--- src/design/nctt_pkg.sv ---
// Shared constants, types and sequencer states for the negative cache TTL table.
// No dependencies; every other design file refers to it by scoped names.
package nctt_pkg;

  localparam int unsigned SLOTS         = 64;
  localparam int unsigned SLOT_BITS     = $clog2(SLOTS);
  localparam int unsigned SLOT_OUT_BITS = 6;
  localparam int unsigned STAMP_BITS    = 32;
  localparam int unsigned NOW_BITS      = 32;
  localparam int unsigned KEY_BITS      = 64;
  localparam int unsigned TTL_BITS      = 16;

  localparam logic [TTL_BITS-1:0] TTL_RESET = 16'd300;

  typedef logic [SLOT_BITS-1:0]  slot_idx_t;
  typedef logic [STAMP_BITS-1:0] stamp_t;
  typedef logic [KEY_BITS-1:0]   key_t;
  typedef logic [TTL_BITS-1:0]   ttl_t;

  localparam slot_idx_t LAST_SLOT = slot_idx_t'(SLOTS - 1);

  // Request from the sequencer to the entry store
  typedef struct packed {
    logic      rd_en;
    slot_idx_t rd_addr;
    logic      wr_en;
    slot_idx_t wr_addr;
    key_t      wr_key;
    stamp_t    wr_stamp;
  } store_req_t;

  // Registered read data from the entry store
  typedef struct packed {
    logic   valid;
    key_t   key;
    stamp_t stamp;
  } store_rsp_t;

  typedef enum logic [3:0] {
    ST_IDLE = 4'b0001,
    ST_SCAN = 4'b0010,
    ST_AGE  = 4'b0100,
    ST_DONE = 4'b1000
  } state_t;

  localparam logic REQ_LOOKUP = 1'b0;
  localparam logic REQ_MARK   = 1'b1;

endpackage

--- src/design/nctt_req_if.sv ---
// Request channel: valid/ready handshake carrying one lookup or mark beat.
// Depends on nctt_pkg for field widths.
interface nctt_req_if;
  logic                 valid;
  logic                 ready;
  logic                 req_type;
  nctt_pkg::key_t       key;
  logic [nctt_pkg::NOW_BITS-1:0] now;

  modport source (output valid, output req_type, output key, output now, input ready);
  modport sink   (input valid, input req_type, input key, input now, output ready);
endinterface

--- src/design/nctt_rsp_if.sv ---
// Response channel: valid/ready handshake carrying one result beat.
// Depends on nctt_pkg for field widths.
interface nctt_rsp_if;
  logic                                valid;
  logic                                ready;
  logic                                known_bad;
  logic                                was_present;
  logic [nctt_pkg::SLOT_OUT_BITS-1:0]  slot;

  modport source (output valid, output known_bad, output was_present, output slot,
                  input ready);
  modport sink   (input valid, input known_bad, input was_present, input slot,
                  output ready);
endinterface

--- src/design/nctt_ctrl.sv ---
// Sequencer: walks the slots one per cycle through the shared key compare, then ages a lookup
// hit through the shared subtractor and loads the result register. Depends on nctt_pkg.
module nctt_ctrl (
  input  logic                 clk,
  input  logic                 rst,
  nctt_req_if.sink             req,
  nctt_rsp_if.source           rsp,
  input  nctt_pkg::ttl_t       ttl,
  output nctt_pkg::store_req_t sreq,
  input  nctt_pkg::store_rsp_t srsp
);

  nctt_pkg::state_t    state;
  logic                req_type_q;
  nctt_pkg::key_t      key_q;
  nctt_pkg::stamp_t    now_q;
  nctt_pkg::slot_idx_t cur;
  nctt_pkg::slot_idx_t slot_q;
  nctt_pkg::slot_idx_t victim;
  logic                present_q;
  nctt_pkg::stamp_t    age_q;

  logic hit;
  logic out_free;
  logic fresh;

  assign hit      = srsp.valid && (srsp.key == key_q);
  assign out_free = !rsp.valid || rsp.ready;
  // Negative age counts as fresh
  assign fresh    = age_q[nctt_pkg::STAMP_BITS-1] ||
                    (age_q < nctt_pkg::stamp_t'(ttl));

  assign req.ready = (state == nctt_pkg::ST_IDLE) && !rst;

  always_comb begin
    sreq.rd_en    = ((state == nctt_pkg::ST_IDLE) && req.valid) ||
                    ((state == nctt_pkg::ST_SCAN) && !hit && (cur != nctt_pkg::LAST_SLOT));
    sreq.rd_addr  = (state == nctt_pkg::ST_IDLE) ? '0 : nctt_pkg::slot_idx_t'(cur + 1'b1);
    sreq.wr_en    = (state == nctt_pkg::ST_DONE) && out_free &&
                    (req_type_q == nctt_pkg::REQ_MARK);
    sreq.wr_addr  = slot_q;
    sreq.wr_key   = key_q;
    sreq.wr_stamp = now_q;
  end

  always_ff @(posedge clk) begin
    if (rst) begin
      state     <= nctt_pkg::ST_IDLE;
      victim    <= '0;
      rsp.valid <= 1'b0;
    end else begin
      // Drop the beat once taken, unless a new one is loaded in the same cycle
      if (rsp.valid && rsp.ready && (state != nctt_pkg::ST_DONE)) begin
        rsp.valid <= 1'b0;
      end
      unique case (state)
        nctt_pkg::ST_IDLE: begin
          if (req.valid) begin
            req_type_q <= req.req_type;
            key_q      <= req.key;
            now_q      <= nctt_pkg::stamp_t'(req.now);
            cur        <= '0;
            state      <= nctt_pkg::ST_SCAN;
          end
        end
        nctt_pkg::ST_SCAN: begin
          if (hit) begin
            slot_q    <= cur;
            present_q <= 1'b1;
            state     <= (req_type_q == nctt_pkg::REQ_MARK) ? nctt_pkg::ST_DONE
                                                           : nctt_pkg::ST_AGE;
          end else if (cur == nctt_pkg::LAST_SLOT) begin
            present_q <= 1'b0;
            slot_q    <= (req_type_q == nctt_pkg::REQ_MARK) ? victim : '0;
            state     <= nctt_pkg::ST_DONE;
          end else begin
            cur <= nctt_pkg::slot_idx_t'(cur + 1'b1);
          end
        end
        nctt_pkg::ST_AGE: begin
          age_q <= now_q - srsp.stamp;
          state <= nctt_pkg::ST_DONE;
        end
        nctt_pkg::ST_DONE: begin
          // Hold until the result register is free
          if (out_free) begin
            rsp.valid       <= 1'b1;
            rsp.known_bad   <= (req_type_q == nctt_pkg::REQ_LOOKUP) && present_q && fresh;
            rsp.was_present <= present_q;
            rsp.slot        <= nctt_pkg::SLOT_OUT_BITS'(slot_q);
            if ((req_type_q == nctt_pkg::REQ_MARK) && !present_q) begin
              victim <= (victim == nctt_pkg::LAST_SLOT) ? '0
                                                        : nctt_pkg::slot_idx_t'(victim + 1'b1);
            end
            state <= nctt_pkg::ST_IDLE;
          end
        end
        default: begin
          state <= nctt_pkg::ST_IDLE;
        end
      endcase
    end
  end

endmodule

--- src/flat_wrapper.sv ---
// flat-port wrapper written by rule: the top's interface ports become plain ports
module nctt_ctrl_flat 
  (clk, rst, ttl, sreq, srsp, req_valid, req_req_type, req_key, req_now, req_ready, rsp_valid, rsp_known_bad, rsp_was_present, rsp_slot, rsp_ready);
  nctt_req_if req_i ();
  nctt_rsp_if rsp_i ();
  input  logic clk;
  input  logic rst;
  input  nctt_pkg::ttl_t ttl;
  output nctt_pkg::store_req_t sreq;
  input  nctt_pkg::store_rsp_t srsp;
  input wire logic [$bits(req_i.valid)-1:0] req_valid;
  input wire logic [$bits(req_i.req_type)-1:0] req_req_type;
  input wire logic [$bits(req_i.key)-1:0] req_key;
  input wire logic [$bits(req_i.now)-1:0] req_now;
  output wire logic [$bits(req_i.ready)-1:0] req_ready;
  output wire logic [$bits(rsp_i.valid)-1:0] rsp_valid;
  output wire logic [$bits(rsp_i.known_bad)-1:0] rsp_known_bad;
  output wire logic [$bits(rsp_i.was_present)-1:0] rsp_was_present;
  output wire logic [$bits(rsp_i.slot)-1:0] rsp_slot;
  input wire logic [$bits(rsp_i.ready)-1:0] rsp_ready;
  assign req_i.valid = req_valid;
  assign req_i.req_type = req_req_type;
  assign req_i.key = req_key;
  assign req_i.now = req_now;
  assign req_ready = req_i.ready;
  assign rsp_valid = rsp_i.valid;
  assign rsp_known_bad = rsp_i.known_bad;
  assign rsp_was_present = rsp_i.was_present;
  assign rsp_slot = rsp_i.slot;
  assign rsp_i.ready = rsp_ready;
  nctt_ctrl u_core (.clk(clk), .rst(rst), .req(req_i), .rsp(rsp_i), .ttl(ttl), .sreq(sreq), .srsp(srsp));
endmodule
--- config.mk ---
export PLATFORM = sky130hd
export DESIGN_NAME = nctt_ctrl_flat
export DESIGN_NICKNAME = d
export VERILOG_FILES = /design/src/design/nctt_pkg.sv /design/src/design/nctt_req_if.sv /design/src/design/nctt_rsp_if.sv /design/src/design/nctt_ctrl.sv /design/src/flat_wrapper.sv
export SDC_FILE = /design/constraint.sdc
export NUM_CORES = 1
export LEC_CHECK = 0
export BUFFER_PORTS_ARGS = -buffer_cell sky130_fd_sc_hd__buf_2
export CORE_MARGIN = 4
export CORE_UTILIZATION = 35
export CTS_CLUSTER_SIZE = 12
export DETAILED_ROUTE_END_ITERATION = 10
export GPL_TIMING_DRIVEN = 0
export PLACE_DENSITY_LB_ADDON = 0.2
export SLEW_MARGIN = 40
export SYNTH_ARGS = -nofsm -noshare
export SYNTH_HDL_FRONTEND = slang
export SYNTH_SLANG_ARGS = --single-unit
--- constraint.sdc ---
create_clock -name clk -period 10.8 [get_ports clk]
set_input_delay 1.08 -clock clk [delete_from_list [all_inputs] [get_ports clk]]
set_output_delay 1.08 -clock clk [all_outputs]
set_load 0.03 [all_outputs]
### After elaboration in Yosys (flattened, before gate mapping)

Index checks and enable logic that the tools add are counted.

* register bits after elaboration: 161
* input port bits: 214
* word-level logic and storage cells: 80

* $add $sub $neg: 3
* magnitude comparators: 1
* equality and inequality tests: 14
* multiplexer cells: 19
* bitwise logic cells: 2
* reductions and logical operators: 28

Operators by type and width (number)
* $eq A64 B64 Y1: 1
* $mux W6: 8
* $lt A32 B16 Y1: 1
* $sub A32 B32 Y32: 1
* $mux W4: 5
* $pmux W4 S4: 1
* $reduce_and A3 Y1: 5
* $add A6 B1 Y6 const B: 2
* $eq A6 B6 Y1 const B: 2
* $logic_and A1 B1 Y1: 12
* $pmux W6 S2: 1
* $ne A2 B2 Y1 const B: 3
* $ne A6 B6 Y1 const B: 1
* $reduce_and A5 Y1: 1
* $eq A4 B1 Y1 const B: 1
* $eq A4 B2 Y1 const B: 1
* $eq A4 B3 Y1 const B: 1
* $eq A4 B4 Y1 const B: 1
* $logic_not A1 Y1: 4
* $mux W1: 4
* $ne A4 B4 Y1 const B: 1
* $reduce_bool A2 Y1: 2
* $logic_or A1 B1 Y1: 3
* $ne A3 B2 Y1 const B: 1
* other kinds (3): 4

### Longest topological paths before layout

* word-level depth: 6
* gate-level depth with buffers: 12
* depth with buffers taken out: 11

### Worst setup path before layout

OpenSTA, ideal clock, no wires.

* path kind: input port to flip-flop
* from: input port rst
* to: register u_core.age_q[0], enable pin
* library setup time: 0.501 ns
* arrival time: 4.403 ns
* data required time: 10.299 ns
* slack: 5.896 ns
* cell stages on the path: 2
* path buffers: 1
* path through: clkbuf_1 nor4_1

* word-level cells in the longest chain between the ends: 2

Ends and longest elaborated chain
* from (decl): RTL line flat_wrapper.sv:7 `input logic rst;`
* $not A1 Y1 (no line)
* $reduce_and A2 Y1 (no line)
* to (signal assigned): RTL line nctt_ctrl.sv:81 `age_q <= now_q - srsp.stamp;`
* to (decl): RTL line nctt_ctrl.sv:21 `nctt_pkg::stamp_t age_q;`

Every way passes these cells.
A chain may end at the register's enable or synchronous reset.

==> flow_metrics.env <==
export IMPL_status="completed"
export IMPL_ys_seq_area_share_pct=57.1
export IMPL_drtIter0Drc=168
export IMPL_cp_end_kind="output port"
export IMPL_synth_distinct_cells=60
export IMPL_worst_pin_slew_ns=0.719
export IMPL_grt_pass1_vias=6511
export IMPL_hp_class="register to register"
export IMPL_synth_area_sq_um=8280
export IMPL_synth_compound_area_share_pct=11.0
export IMPL_clock_path_buffers=2
export IMPL_synth_xor_area_share_pct=10.7
export IMPL_layout_min_cycle_time_ns=4.35
export IMPL_worstPathArrival_ns=3.27
export IMPL_grt_max_degree=45
export IMPL_fillers=2264
export IMPL_path_class="input pin to output port"
export IMPL_gp_congestion=0.869
export IMPL_die_w_um=162
export IMPL_synthCells=673
export IMPL_synth_ff_type="edfxtp_1"
export IMPL_pwr_share_clk_pct=28.7
export IMPL_synth_top_family_by_area="compound AO/OA/AOI/OAI gates"
export IMPL_cts_reportedPaths_clkPinSlew_ns=0.06
export IMPL_gr_total_overflow=0
export IMPL_power_internal_mw=1.32
export IMPL_synth_top_area_share_pct=54.4
export IMPL_ir_drop_mv=0.0935
export IMPL_fin_crit_sh_pct=40.3
export IMPL_crit_fanout=5
export IMPL_seqPwrFrac_pct=41.5
export IMPL_leakage_nw=4.75
export IMPL_final_antenna_net_count=0
export IMPL_final_nets=1296
export IMPL_ys_seq_elements=161
export IMPL_yosysMostFrequentCell="edfxtp_1"
export IMPL_final_cell_area_sq_um=11000
export IMPL_power_density_nw_per_um2=182
export IMPL_cts_buffers=17
export IMPL_via_per_inst=4.64
export IMPL_switchingPower_uw=688
export IMPL_root_buffer="clkbuf_16"
export IMPL_drc=0
export IMPL_synthTopCellsByCount="edfxtp_1 (150), xnor2_1 (70), inv_1 (62)"
export IMPL_hold_buffers=0
export IMPL_slew_headroom_pct=51.4
export IMPL_core_area_sq_um=23400
export IMPL_die_y_um=162
export IMPL_critical_path_most_common_cell="buf_2"
export IMPL_wirelength_um=22200
export IMPL_clock_latency_ns=0.42
export IMPL_comb_power_share_pct=29.9
export IMPL_hold_viol_final=0
export IMPL_tns_ns=0
export IMPL_synth_async_sr_flop_share_pct=0
export IMPL_dr_pass1_iters=4
export IMPL_synth_edff_count=150
export IMPL_cp_slowest_cell="nor4_1"
export IMPL_cp_required_ns=9.72
export IMPL_yosysWarnings=0
export IMPL_synth_avg_cell_area_sq_um=12.3
export IMPL_maxCapViolCount=0
export IMPL_io_buffers=333
export IMPL_synthTopCellsByArea="edfxtp_1 (54%), xnor2_1 (7.4%), ha_1 (7.3%)"
export IMPL_crit_chain="buf_2 > xnor2_1 > nand4_1 > nor4_1 > nand3_1 > nor3_2 > a31oi_1 > nor2_1 > a211oi_1 > buf_2"
export IMPL_synthMuxAreaShare_pct=0.121
export IMPL_place_area_sq_um=10400
export IMPL_antenna_found_initial=3
export IMPL_dp_slack_ns=6.31
export IMPL_synth_top_cell_by_area="edfxtp_1"
export IMPL_areaGrowthSynthToFinish_pct=33.1
export IMPL_cts_max_level=4
export IMPL_grt_pass1_wl_um=33900
export IMPL_critPathLaunchType="input pin"
export IMPL_final_util_pct=47.1
export IMPL_syn_num_nets=936
export IMPL_rows=56
export IMPL_finalSetupViolations=0
export IMPL_cts_tree="yes"
export IMPL_grt_total_usage_pct=16.6
export IMPL_vias=6337
export IMPL_synth_adder_area_share_pct=7.50
export IMPL_rsz0062_at_grt="false"
export IMPL_synthSimpleGateAreaFrac_pct=10.3
export IMPL_switching_share_pct=34.4
export IMPL_initial_core_util_pct=35.4
export IMPL_hold_ws_ns=0.444
export IMPL_drive_gt1_share_pct=38.0
export IMPL_ctsResizeCount=0
export IMPL_dp_hpwl_um=18400
export IMPL_ios=334
export IMPL_maxSlewViolCount=0
export IMPL_clock_skew_ns=0.0163
export IMPL_post_cts_buffers=0
export IMPL_layout_setup_ws_ns=6.45
export IMPL_die_area_sq_um=26200
export IMPL_fmax_ghz=0.230
export IMPL_clock_sinks=161
export IMPL_wl_per_cell_um=16.2
export IMPL_critPathMaxStageDelay_ns=0.50
through the flow:
step | total power, mW | std cells
4_1_cts | 2.03 | 1365
3_5_place_dp | 1.45 | 1333
2_1_floorplan | 1.25 | 673
3_3_place_gp | 1.44 | 1325
6_report | 2.00 | 1367
5_1_grt | 2.12 | 1367
cells in the final DEF, fill, tap and decap left out, drive strengths merged, types with 2 or more instances in the layout:
cell type,count
nor3,9
o21bai,3
and2,4
o2111ai,2
o311ai,2
nor2b,7
xor2,31
o21ai,21
clkbuf,25
nand2b,3
inv,67
a211oi,2
nand4,19
nand3b,3
buf,344
a21o,24
o31a,2
edfxtp,150
o21a,7
a2111oi,3
diode,2
and3,7
o31ai,4
nor4,15
a21oi,32
dfxtp,11
and4,3
a31oi,12
ha,48
o211ai,3
nand3,12
nand2,34
clkinvlp,3
a211o,2
xnor2,70
nor4b,3
nor2,40
clkinv,6
path summary, 6_finish.rpt:
path / from / to / slack [ns] / depth (start not counted)
min reg2reg: u_core.slot_q[4] / u_core.rsp.slot[4] / 0.44 / 0
max: srsp[81] / sreq[109] / 6.45 / 10
min: u_core.slot_q[4] / u_core.rsp.slot[4] / 0.44 / 0
max reg2reg: u_core.key_q[33] / u_core.present_q / 7.83 / 7
layout make-up:
type / instances / area (sq um) / share of cell area [%]
Sequential cell: 161 / 4720 / 42.9
Multi-Input combinational cell: 439 / 3310 / 30.0
Timing Repair Buffer: 341 / 1740 / 15.8
Clock buffer: 17 / 425 / 3.86
Tap cell: 319 / 399 / 3.62
Inverter: 62 / 233 / 2.11
Clock inverter: 15 / 134 / 1.22
Buffer: 11 / 46.3 / 0.420
Antenna cell: 2 / 5.00 / 0.0454
metal layers:
| layer | wire length (um) | vias up | track usage, % |
|---|---|---|---|
| met4 | 561 | 2 | 5.73 |
| met2 | 11200 | 227 | 29.3 |
| met5 | 12 | - | 0 |
| met1 | 8520 | 2891 | 18.8 |
| li1 | - | 3187 | - |
| met3 | 1850 | 30 | 5.68 |
power by group through the flow:
stage / Combinational (mW) / Clock [mW] / Sequential, mW
2_1_floorplan: 0.314 / 0 / 0.936
3_3_place_gp: 0.589 / 0 / 0.854
3_5_place_dp: 0.604 / 0 / 0.845
4_1_cts: 0.606 / 0.594 / 0.832
5_1_grt: 0.657 / 0.626 / 0.838
6_report: 0.598 / 0.575 / 0.831
registers in the layout, indices dropped and copies added (netlist names):
register / cells
u_core.present_q: 1
u_core.rsp.known_bad: 1
u_core.rsp.slot: 6
u_core.cur: 6
u_core.rsp.was_present: 1
u_core.req_type_q: 1
u_core.state: 4
u_core.key_q: 64
u_core.now_q: 32
u_core.victim: 6
u_core.age_q: 32
u_core.slot_q: 6
u_core.rsp.valid: 1
critical path, delay by kind of cell:
| family | cells | cell delay [ns] |
|---|---|---|
| AO/OA/AOI/OAI | 2 | 0.26 |
| XOR/XNOR | 1 | 0.14 |
| buffers and inverters | 2 | 0.33 |
| AND/OR/NAND/NOR | 5 | 1.46 |
logic make-up after synthesis:
kind of cell    after synthesis
flops                       161
fa+ha+maj                    49
mux                           1
buf+inv                      73
xor+xnor                    101
simple gates                164
compound gates              124
(Power assumes the default switching activity.)
